$ cat config.mk
export PLATFORM = sky130hd
export DESIGN_NAME = telnet_command_filter_flat
export DESIGN_NICKNAME = d
export VERILOG_FILES = /design/src/sv/tcf_pkg.sv /design/src/sv/tcf_channels.sv /design/src/sv/tcf_in_reg.sv /design/src/sv/tcf_parser.sv /design/src/sv/tcf_rsp_reg.sv /design/src/sv/telnet_command_filter.sv /design/src/flat_wrapper.sv
export SDC_FILE = /design/constraint.sdc
export NUM_CORES = 1
export LEC_CHECK = 0
export BUFFER_PORTS_ARGS = -buffer_cell sky130_fd_sc_hd__buf_4
export CAP_MARGIN = 20
export CORE_ASPECT_RATIO = 1.4
export CORE_MARGIN = 2
export CORE_UTILIZATION = 40
export DETAILED_ROUTE_END_ITERATION = 7
export PLACE_DENSITY_LB_ADDON = 0.2
export SYNTH_ARGS = -nofsm -noshare
export SYNTH_HDL_FRONTEND = slang
export SYNTH_SLANG_ARGS = --single-unit
$ cat constraint.sdc
create_clock -name clock -period 3.35 [get_ports clock]
set_input_delay 0.335 -clock clock [delete_from_list [all_inputs] [get_ports clock]]
set_output_delay 0.335 -clock clock [all_outputs]
set_load 0.01 [all_outputs]
$ cat src/sv/tcf_pkg.sv
// Package for the telnet command filter: telnet byte codes, the parse state
// type and the structs passed between the filter's modules.
// No dependencies.
`timescale 1ns / 1ps
`default_nettype none

package tcf_pkg;

   // Telnet command bytes.
   localparam logic [7:0] TEL_IAC  = 8'd255;
   localparam logic [7:0] TEL_DONT = 8'd254;
   localparam logic [7:0] TEL_DO   = 8'd253;
   localparam logic [7:0] TEL_WONT = 8'd252;
   localparam logic [7:0] TEL_WILL = 8'd251;
   localparam logic [7:0] TEL_SB   = 8'd250;
   localparam logic [7:0] TEL_SE   = 8'd240;

   // Result kinds and refusal verbs.
   localparam logic KIND_TEXT    = 1'b0;
   localparam logic KIND_REFUSAL = 1'b1;
   localparam logic VERB_WONT    = 1'b0;
   localparam logic VERB_DONT    = 1'b1;

   // Parse state of the receive stream.
   typedef enum logic [2:0] {
      ST_DATA     = 3'd0,
      ST_CMD      = 3'd1,
      ST_DO_OPT   = 3'd2,
      ST_WILL_OPT = 3'd3,
      ST_SKIP_OPT = 3'd4,
      ST_SUB      = 3'd5,
      ST_SUB_IAC  = 3'd6
   } tcf_state_type;

   // One received byte held in the input register.
   typedef struct packed {
      logic       valid;
      logic [7:0] rx_byte;
   } tcf_item_type;

   // One result item.
   typedef struct packed {
      logic       kind;
      logic [7:0] text_byte;
      logic [7:0] refused_option;
      logic       refusal_verb;
   } tcf_result_type;

endpackage

`default_nettype wire

$ cat src/sv/tcf_channels.sv
// Valid/ready channel interfaces of the telnet command filter: the received
// byte channel and the result channel. No dependencies.
`timescale 1ns / 1ps
`default_nettype none

interface tcf_req_if;
   logic       valid;
   logic       ready;
   logic [7:0] rx_byte;

   modport source (output valid, output rx_byte, input ready);
   modport sink (input valid, input rx_byte, output ready);
endinterface

interface tcf_rsp_if;
   logic       valid;
   logic       ready;
   logic       kind;
   logic [7:0] text_byte;
   logic [7:0] refused_option;
   logic       refusal_verb;

   modport source (output valid, output kind, output text_byte, output refused_option,
                   output refusal_verb, input ready);
   modport sink (input valid, input kind, input text_byte, input refused_option,
                 input refusal_verb, output ready);
endinterface

`default_nettype wire

$ cat src/sv/tcf_in_reg.sv
// Input register of the telnet command filter: takes one byte per transfer
// from the request channel. Depends on tcf_pkg and tcf_req_if.
`timescale 1ns / 1ps
`default_nettype none

module tcf_in_reg (
   input  wire logic            clock,
   input  wire logic            reset,
   tcf_req_if.sink              req_ch,
   input  wire logic            advance,
   output tcf_pkg::tcf_item_type item
);
   import tcf_pkg::*;

   logic       valid_ff;
   logic       valid_in;
   logic [7:0] byte_ff;
   logic [7:0] byte_in;
   logic       take;

   // The register frees up whenever its byte moves on to the parser.
   assign req_ch.ready = !valid_ff || advance;
   assign take         = req_ch.valid && req_ch.ready;

   // Next contents of the input register.
   always_comb begin
      valid_in = valid_ff;
      byte_in  = byte_ff;
      if (take) begin
         valid_in = 1'b1;
         byte_in  = req_ch.rx_byte;
      end else if (advance) begin
         valid_in = 1'b0;
      end
   end

   always_ff @(posedge clock) begin
      if (reset) begin
         valid_ff <= 1'b0;
      end else begin
         valid_ff <= valid_in;
      end
   end

   always_ff @(posedge clock) begin
      byte_ff <= byte_in;
   end

   assign item = {valid_ff, byte_ff};

endmodule

`default_nettype wire

$ cat src/sv/tcf_parser.sv
// Parse state machine of the telnet command filter: decodes one byte per
// cycle while advance is high, to text, a refusal or none. Uses tcf_pkg.
`timescale 1ns / 1ps
`default_nettype none

module tcf_parser (
   input  wire logic                  clock,
   input  wire logic                  reset,
   input  wire tcf_pkg::tcf_item_type item,
   input  wire logic                  advance,
   output logic                       emit,
   output tcf_pkg::tcf_result_type    result
);
   import tcf_pkg::*;

   tcf_state_type state_ff;
   tcf_state_type state_in;
   tcf_state_type next_state;
   logic          fire;
   logic [7:0]    b;

   assign fire = item.valid && advance;
   assign b    = item.rx_byte;

   // Next parse state for the byte at hand.
   always_comb begin
      next_state = ST_DATA;
      case (state_ff)
         ST_CMD: begin
            if (b == TEL_DO) begin
               next_state = ST_DO_OPT;
            end else if (b == TEL_WILL) begin
               next_state = ST_WILL_OPT;
            end else if (b inside {TEL_DONT, TEL_WONT}) begin
               next_state = ST_SKIP_OPT;
            end else if (b == TEL_SB) begin
               next_state = ST_SUB;
            end
         end
         ST_DO_OPT, ST_WILL_OPT, ST_SKIP_OPT: begin
            next_state = ST_DATA;
         end
         ST_SUB: begin
            next_state = (b == TEL_IAC) ? ST_SUB_IAC : ST_SUB;
         end
         ST_SUB_IAC: begin
            next_state = (b == TEL_SE) ? ST_DATA : ST_SUB;
         end
         default: begin
            next_state = (b == TEL_IAC) ? ST_CMD : ST_DATA;
         end
      endcase
   end

   // Result for the byte at hand; unused fields are zero.
   always_comb begin
      emit   = 1'b0;
      result = '0;
      case (state_ff)
         ST_CMD: begin
            if (b == TEL_IAC) begin
               emit             = 1'b1;
               result.kind      = KIND_TEXT;
               result.text_byte = TEL_IAC;
            end
         end
         ST_DO_OPT: begin
            emit                  = 1'b1;
            result.kind           = KIND_REFUSAL;
            result.refused_option = b;
            result.refusal_verb   = VERB_WONT;
         end
         ST_WILL_OPT: begin
            emit                  = 1'b1;
            result.kind           = KIND_REFUSAL;
            result.refused_option = b;
            result.refusal_verb   = VERB_DONT;
         end
         ST_SKIP_OPT, ST_SUB, ST_SUB_IAC: begin
            emit = 1'b0;
         end
         default: begin
            if (b != TEL_IAC) begin
               emit             = 1'b1;
               result.kind      = KIND_TEXT;
               result.text_byte = b;
            end
         end
      endcase
   end

   // The state moves only when a byte is consumed.
   assign state_in = fire ? next_state : state_ff;

   always_ff @(posedge clock) begin
      if (reset) begin
         state_ff <= ST_DATA;
      end else begin
         state_ff <= state_in;
      end
   end

   // An IAC in plain data always opens a command.
   a_iac_opens_cmd: assert property (@(posedge clock) disable iff (reset)
      fire && state_ff == ST_DATA && b == TEL_IAC |=> state_ff == ST_CMD)
      else $error("IAC in data did not enter command state");

   // Refusals come only from the option byte of DO or WILL.
   a_refusal_source: assert property (@(posedge clock) disable iff (reset)
      emit && result.kind == KIND_REFUSAL |->
         state_ff == ST_DO_OPT || state_ff == ST_WILL_OPT)
      else $error("refusal outside an option state");

   // Fields not used by the result kind are zero.
   a_unused_zero: assert property (@(posedge clock) disable iff (reset)
      emit |-> (result.kind == KIND_REFUSAL) ? (result.text_byte == 8'd0)
         : (result.refused_option == 8'd0 && result.refusal_verb == 1'b0))
      else $error("unused result field not zero");

   // Without a consumed byte the parse state holds.
   a_state_holds: assert property (@(posedge clock) disable iff (reset)
      !fire |=> $stable(state_ff))
      else $error("parse state changed without a byte");

endmodule

`default_nettype wire

$ cat src/sv/tcf_rsp_reg.sv
// Result register of the telnet command filter: holds one result until the
// response channel takes it. Depends on tcf_pkg and tcf_rsp_if.
`timescale 1ns / 1ps
`default_nettype none

module tcf_rsp_reg (
   input  wire logic                   clock,
   input  wire logic                   reset,
   input  wire logic                   item_valid,
   input  wire logic                   emit,
   input  wire tcf_pkg::tcf_result_type result,
   output logic                        advance,
   tcf_rsp_if.source                   rsp_ch
);
   import tcf_pkg::*;

   logic           valid_ff;
   logic           valid_in;
   tcf_result_type data_ff;
   tcf_result_type data_in;

   // The register loads when empty or when its result is being taken.
   assign advance = !valid_ff || rsp_ch.ready;

   always_comb begin
      valid_in = valid_ff;
      data_in  = data_ff;
      if (advance) begin
         valid_in = item_valid && emit;
         data_in  = result;
      end
   end

   always_ff @(posedge clock) begin
      if (reset) begin
         valid_ff <= 1'b0;
      end else begin
         valid_ff <= valid_in;
      end
   end

   always_ff @(posedge clock) begin
      data_ff <= data_in;
   end

   assign rsp_ch.valid          = valid_ff;
   assign rsp_ch.kind           = data_ff.kind;
   assign rsp_ch.text_byte      = data_ff.text_byte;
   assign rsp_ch.refused_option = data_ff.refused_option;
   assign rsp_ch.refusal_verb   = data_ff.refusal_verb;

endmodule

`default_nettype wire

$ cat src/sv/telnet_command_filter.sv
// Telnet command filter with option refusal.
//
// req_ch carries received telnet bytes, one per transfer. rsp_ch carries
// zero or one result per byte: a text byte for the terminal (kind 0) or a
// refusal to send back (kind 1, verb 0 = WONT, verb 1 = DONT, with the
// option code). IAC IAC gives one 0xFF text byte; DONT, WONT, other
// two-byte commands and whole subnegotiation blocks produce nothing.
// The parse state persists across bytes, so commands may be split anywhere.
//
// A taken byte is held in the input register and decoded from there; its
// result is loaded into the result register when that register is free or
// being read, and is valid from then on. One byte per cycle while rsp_ch
// does not stall. When rsp_ch stalls, the result register holds and the
// input register takes a byte only while it is empty; req_ch.ready then
// stays low until the result is taken. Reset empties both registers and
// returns the parser to plain data.
// Depends on tcf_pkg, tcf_req_if, tcf_rsp_if and the three tcf_ submodules.
`timescale 1ns / 1ps
`default_nettype none

module telnet_command_filter (
   input wire logic clock,
   input wire logic reset,
   tcf_req_if.sink  req_ch,
   tcf_rsp_if.source rsp_ch
);
   import tcf_pkg::*;

   tcf_item_type   item;
   tcf_result_type result;
   logic           emit;
   logic           advance;

   // Received byte register.
   tcf_in_reg u_in_reg (
      .clock   (clock),
      .reset   (reset),
      .req_ch  (req_ch),
      .advance (advance),
      .item    (item)
   );

   // Parse state and decode.
   tcf_parser u_parser (
      .clock   (clock),
      .reset   (reset),
      .item    (item),
      .advance (advance),
      .emit    (emit),
      .result  (result)
   );

   // Result register toward the response channel.
   tcf_rsp_reg u_rsp_reg (
      .clock      (clock),
      .reset      (reset),
      .item_valid (item.valid),
      .emit       (emit),
      .result     (result),
      .advance    (advance),
      .rsp_ch     (rsp_ch)
   );

endmodule

`default_nettype wire
$ cat src/flat_wrapper.sv
// flat-port wrapper written by rule: the top's interface ports become plain ports
module telnet_command_filter_flat import tcf_pkg::*;
  (clock, reset, req_ch_valid, req_ch_rx_byte, req_ch_ready, rsp_ch_valid, rsp_ch_kind, rsp_ch_text_byte, rsp_ch_refused_option, rsp_ch_refusal_verb, rsp_ch_ready);
  tcf_req_if req_ch_i ();
  tcf_rsp_if rsp_ch_i ();
  input wire logic clock;
  input wire logic reset;
  input wire logic [$bits(req_ch_i.valid)-1:0] req_ch_valid;
  input wire logic [$bits(req_ch_i.rx_byte)-1:0] req_ch_rx_byte;
  output wire logic [$bits(req_ch_i.ready)-1:0] req_ch_ready;
  output wire logic [$bits(rsp_ch_i.valid)-1:0] rsp_ch_valid;
  output wire logic [$bits(rsp_ch_i.kind)-1:0] rsp_ch_kind;
  output wire logic [$bits(rsp_ch_i.text_byte)-1:0] rsp_ch_text_byte;
  output wire logic [$bits(rsp_ch_i.refused_option)-1:0] rsp_ch_refused_option;
  output wire logic [$bits(rsp_ch_i.refusal_verb)-1:0] rsp_ch_refusal_verb;
  input wire logic [$bits(rsp_ch_i.ready)-1:0] rsp_ch_ready;
  assign req_ch_i.valid = req_ch_valid;
  assign req_ch_i.rx_byte = req_ch_rx_byte;
  assign req_ch_ready = req_ch_i.ready;
  assign rsp_ch_valid = rsp_ch_i.valid;
  assign rsp_ch_kind = rsp_ch_i.kind;
  assign rsp_ch_text_byte = rsp_ch_i.text_byte;
  assign rsp_ch_refused_option = rsp_ch_i.refused_option;
  assign rsp_ch_refusal_verb = rsp_ch_i.refusal_verb;
  assign rsp_ch_i.ready = rsp_ch_ready;
  telnet_command_filter u_core (.clock(clock), .reset(reset), .req_ch(req_ch_i), .rsp_ch(rsp_ch_i));
endmodule
==> flow_summary.ini, run 1 <==
[status]
status = completed

[routing]
wire_per_inst_um = 12.75
dr.pass1.iters = 4
vias = 881
drtAntennaViolNets = 0
drtIter0Drc = 12
drc = 0
wl_um = 2244
via_per_inst = 5.006

[logic_synthesis]
syn_nets = 117
synthCells = 105
yosys_warnings = 0
netlist_area_mm2 = 0.001369
avgSynthCellArea_um2 = 13.04
synth.area.top_cells = edfxtp_1, dfxtp_1, and2_1
synth_top_cells_by_count = edfxtp_1, and2_1, a21o_1
ys_ff_latch = 31
synth_area_leader_cell = edfxtp_1
synth-compound-area-share_pct = 13.71
synth-simple-area-share_pct = 15.90
yosysSeqAreaShare_pct = 64.35
yosysMostFrequentCell = edfxtp_1
async_flop_share_pct = 0
synth.top_cell.area_share_pct = 57.04
synthFlopType = edfxtp_1
synth_top_family_by_area = simple AND/OR/NAND/NOR gates
yosysUniqueCellTypes = 36
synth_mux_area_share_pct = 0
synth-xor-area-share_pct = 0.6399
synth-adder-area-share_pct = 0
synth_edf_count = 26

[setup_path]
critPathMaxStageDelay_ns = 0.36
rrSetupSlack_ns = 1.61
worstPathRequired_ns = 3.53
arrival_ns = 1.92
end_kind = flop
crit_chain = nor2b_1 -> inv_1 -> nand2_1 -> o21ai_0 -> a2111oi_2
worst-setup-path-type = reg2reg
path_delay_family = compound AO/OA/AOI/OAI gates
start_kind = flop
cp_max_fo = 21
path_buf_inv = 1
crit_slowest_cell = a2111oi_2

[clock_network]
cts_root_buf = clkbuf_8
clkLatencyLatePin_ns = 0.28
cts.path.max_buffers = 2
post_cts_buffers = 0
clkSlewWorstSetupHoldPaths_ns = 0.06
cts.sinks = 31
cts-hold-fix-buffers = 0
cts_tree = yes
cts-buffers-inserted = 5
ctsResizeCount = 0
htree_num_levels = 2

[floorplan]
io_pins = 32
coreArea_mm2 = 0.003316
row_count = 25
fp.dieH_um = 73.22
die_area_mm2 = 0.003913
start_util_pct = 41.28
die-width_um = 53.44

[grt]
grt_pass1_vias = 830
grt_max_degree = 22
grt-ovfl-total = 0
grt_util_all_layers_pct = 13.88
antenna_found_initial = 0
grt_pass1_wl_um = 3650

[power_and_ir_drop]
p_leak_nw = 0.7300
vdd_drop_max_mv = 0.3655
pwr_density_cell_mw_per_mm2 = 553.1
power_w = 0.0009522

[finish]
drive_above_1_share_pct = 32.35
num-fill-cells = 294
area_growth_pct = 25.78
diodes = 0
finish.instance_area_mm2 = 0.001722
layout.nets = 147
seq_area_um2 = 880.8
multi_input_area_um2 = 414.1

[timing]
worst_slew_pin_slew_ns = 0.7078
finalWorstPathRequiredPeriod_ns = 1.743
finalCritPeriodShare_pct = 52.02
fmax_mhz = 573.9
relSlewSlack_pct = 52.76
hold_viol = 0
rsz0062_at_grt = false
slew_violations = 0
tns_ns = 0
skew_ns = 0.003249
setup_viol = 0

[placed_design]
place_hpwl_um = 1641
dpl_cell_area_mm2 = 0.001589
place.gp.congestion = 0.8356
io_buffers = 31

[run]
maxCapViolCount = 0

[hold_path]
holdCritPathClass = in2reg
-- cell usage in the layout (no fill, tap or decap), types with 2 or more instances in the layout --
cell	instances
buf_4	31
edfxtp_1	26
and2_1	10
a21o_1	7
nor2_1	6
clkbuf_8	5
dfxtp_1	5
nor2b_1	4
nand2_1	4
a21oi_1	4
inv_1	3
and3_1	3
o21ai_0	3
nand3_1	2
nand4_1	2
bufinv_16	2
-- kinds of logic (layout without fill, tap and decap cells) --
family                 after synthesis  after routing
AND/OR/NAND/NOR                     37             37
flip-flops                          31             31
AO/OA/AOI/OAI                       25             25
buffers and inverters               11             42
XOR/XNOR                             1              1
-- state kept, by name, summed over array words and instances (netlist names) --
signal                                  count
u_core.u_in_reg.byte_ff                     8
u_core.u_in_reg.valid_ff                    1
u_core.u_parser.state_ff                    3
u_core.u_rsp_reg.rsp_ch.kind                1
u_core.u_rsp_reg.rsp_ch.refusal_verb        1
u_core.u_rsp_reg.rsp_ch.refused_option      8
u_core.u_rsp_reg.rsp_ch.text_byte           8
u_core.u_rsp_reg.rsp_ch.valid               1
-- routing by layer --
metal	vias to the layer above	global-route usage, %	routed length (µm)
met1	399	13.70	879
met5	-	0	0
met3	6	6.352	147
met2	31	21.26	1151
met4	0	11.97	65
li1	445	-	-
-- worst reg2reg max path, stage by stage, from the launching register on --
cell and delay (ns):
dfxtp_1 0.33, nor2b_1 0.21, inv_1 0.35, nand2_1 0.27, o21ai_0 0.14, a2111oi_2 0.36
-- area by class of cell --
type	instances	share of cell area (%)
clock inverters	2	3.488
clock buffers	6	4.215
repair buffers	31	13.52
inverters	3	0.6541
multi-input cells	63	24.06
flip-flops and latches	31	51.16
well taps	40	2.907
-- final timing paths --
kind	from	endpoint	cells after the start
hold reg to reg	u_core.u_in_reg.valid_ff	u_core.u_in_reg.valid_ff	2
hold / removal	req_ch_rx_byte[1]	u_core.u_in_reg.byte_ff[1]	1
setup reg to reg	u_core.u_rsp_reg.rsp_ch.valid	u_core.u_parser.state_ff[0]	5
setup / recovery	u_core.u_rsp_reg.rsp_ch.valid	u_core.u_parser.state_ff[0]	5
-- power by group --
group	internal (W)	switching, W
Sequential	0.000442	0.0000146
Combinational	0.0000391	0.0000326
Clock	0.000297	0.000127
Total	0.000778	0.000174
-- through the flow --
step                      cells  util [%]  hold slack [ns]  worst slack (ns)
after floorplan             105         -           0.4039             1.724
after global placement      168     47.92           0.5128             1.567
after detailed placement    168     47.92           0.5145             1.489
after CTS                   176     51.92           0.2169             1.574
after global routing        176     51.92           0.2048             1.420
final                       176     51.92           0.2273             1.607
(Power assumes the default switching activity.)
==> run 2: changes to the inputs <==
Clock period 3.35 ns to 1.8 ns, I/O delays scaled along.
==> flow_summary.ini, run 2 (synthesis results as in run 1) <==
[finish]
fin_cells = 180
mostFrequentLayoutCells = buf_4, edfxtp_1, and2_1
num-fill-cells = 310
seq_area_um2 = 880.8
layout_commonest_cell = buf_4
drive_above_1_share_pct = 34.29
diodes = 0
layout.nets = 151
area_growth_pct = 26.14
multi_input_area_um2 = 414.1

[hold_path]
whs_path_depth = 1
min_to = u_core.u_in_reg.byte_ff[4]
worstHoldStart = req_ch_rx_byte[4]
holdCritPathClass = in2reg

[floorplan]
coreArea_mm2 = 0.003316
io_pins = 32
fp.dieH_um = 73.22
start_util_pct = 41.28
die-width_um = 53.44
die_area_mm2 = 0.003913
row_count = 25

[placed_design]
io_buffers = 31
place.gp.congestion = 0.8847
place_hpwl_um = 1640
dpl.cell_count = 172
post-place-ws_ns = 0.1538

[power_and_ir_drop]
seq_power_share_pct = 51.8
pwr_density_cell_mw_per_mm2 = 946.1
p_int_w = 0.001305
p_leak_nw = 0.7383
pwr-share-comb_pct = 8.9
p_switching_w = 0.0003283
clkPwrFrac_pct = 39.3
swShare_pct = 20.10
vdd_drop_max_mv = 0.7680

[clock_network]
clkLatencyLatePin_ns = 0.27
cts.path.max_buffers = 2
ctsResizeCount = 0
post_cts_buffers = 0
htree_num_levels = 2
cts_root_buf = clkbuf_8
cts_tree = yes
cts-hold-fix-buffers = 0
clkSlewWorstSetupHoldPaths_ns = 0.06
cts.sinks = 31
cts-buffers-inserted = 5

[routing]
vias = 905
drc = 0
drtIter0Drc = 22
via_per_inst = 5.028
dr.pass1.iters = 3
wire_per_inst_um = 12.76
drtAntennaViolNets = 0
wl_um = 2297

[setup_path]
crit_slowest_cell = edfxtp_1
arrival_ns = 1.68
timing.rr.start = u_core.u_in_reg.byte_ff[7]
start_kind = flop
cp_max_fo = 8
crit_chain = and4_1 -> and3_1 -> and3_1 -> a21o_2
r2r_cells = 4
rrSetupSlack_ns = 0.15
cpMostUsedCell = and3_1
worst-setup-path-type = reg2reg
worstSetupStartpoint = u_core.u_in_reg.byte_ff[7]
end_kind = flop
path_delay_family = simple AND/OR/NAND/NOR gates
worstPathRequired_ns = 1.83
critPathMaxStageDelay_ns = 0.42
r2r_end = u_core.u_rsp_reg.rsp_ch.text_byte[2]
path_buf_inv = 0

[timing]
fmax_mhz = 604.4
setup_viol = 0
setup_slack_ns = 0.1455
relSlewSlack_pct = 67.94
tns_ns = 0
worst_slew_pin_slew_ns = 0.4799
finalCritPeriodShare_pct = 91.92
skew_ns = 0.002462
rsz0062_at_grt = false
finalWorstPathRequiredPeriod_ns = 1.655
slew_violations = 0
hold_viol = 0
holdWs_ns = 0.07766

[status]
status = completed

[grt]
use_met1_pct = 14.98
antenna_found_initial = 0
grt-ovfl-total = 0
grt.busiest_layer = met2
grt_use_met3_pct = 5.123
grt_pass1_wl_um = 3808
grt_pass1_vias = 856
grt_max_degree = 19
grtUsageMet2_pct = 22.77
grt_util_all_layers_pct = 14.06

[run]
maxCapViolCount = 0
run 2: cell types whose count changed in the layout (fill, tap and decap cells not counted):
| cell | previous run | this run |
|---|---|---|
| buf_4 | 31 | 35 |
| bufinv_16 | 2 | 1 |
| clkbuf_1 | 1 | 0 |
| clkinv_1 | 0 | 1 |
| clkinv_2 | 0 | 1 |
run 2: final cells by class:
cell class,instances,share of cell area [%]
clock buffer,5,3.985
sequential,31,51.01
tap,40,2.899
multi-input combinational,63,23.99
timing repair buffer,35,15.22
clock inverter,3,2.246
inverter,3,0.6522
run 2: worst max-delay path by stage:
stage,endpoint,depth (start not counted),slack (ns)
floorplan,u_core.u_parser.state_ff[0],5,0.17
global placement,u_core.u_rsp_reg.rsp_ch.text_byte[2],4,0.18
detailed placement,u_core.u_rsp_reg.rsp_ch.text_byte[2],4,0.15
CTS,u_core.u_rsp_reg.rsp_ch.text_byte[2],4,0.14
global route,u_core.u_parser.state_ff[0],4,0.06
finish,u_core.u_rsp_reg.rsp_ch.text_byte[2],4,0.15
run 2: per-layer routing:
layer / part of all wire (%) / vias up / routed length, µm
li1: - / 455 / -
met1: 40 / 414 / 924
met2: 50 / 29 / 1157
met3: 6.2 / 7 / 142
met4: 3.2 / 0 / 73
met5: 0 / - / 0
run 2: stage by stage:
stage	utilization [%]	instance area, µm²	power (W)
floorplan	-	1369	0.0009301
global placement	48.83	1619	0.001004
detailed placement	48.83	1619	0.001007
CTS	52.08	1727	0.001651
global route	52.08	1727	0.001699
finish	52.08	1727	0.001634
run 2: worst reg2reg max path: stages, from the launching register on:
cell,delay (ns)
edfxtp_1,0.42
and4_1,0.27
and3_1,0.21
and3_1,0.28
a21o_2,0.23
run 2: power by group through the flow:
stage / clock network (W) / logic [W] / registers (W)
2_1_floorplan: 0 / 0.0000624 / 0.000868
3_3_place_gp: 0 / 0.000145 / 0.000859
3_5_place_dp: 0 / 0.000146 / 0.000861
4_1_cts: 0.000658 / 0.000147 / 0.000846
5_1_grt: 0.000689 / 0.000159 / 0.000851
6_report: 0.000643 / 0.000145 / 0.000846
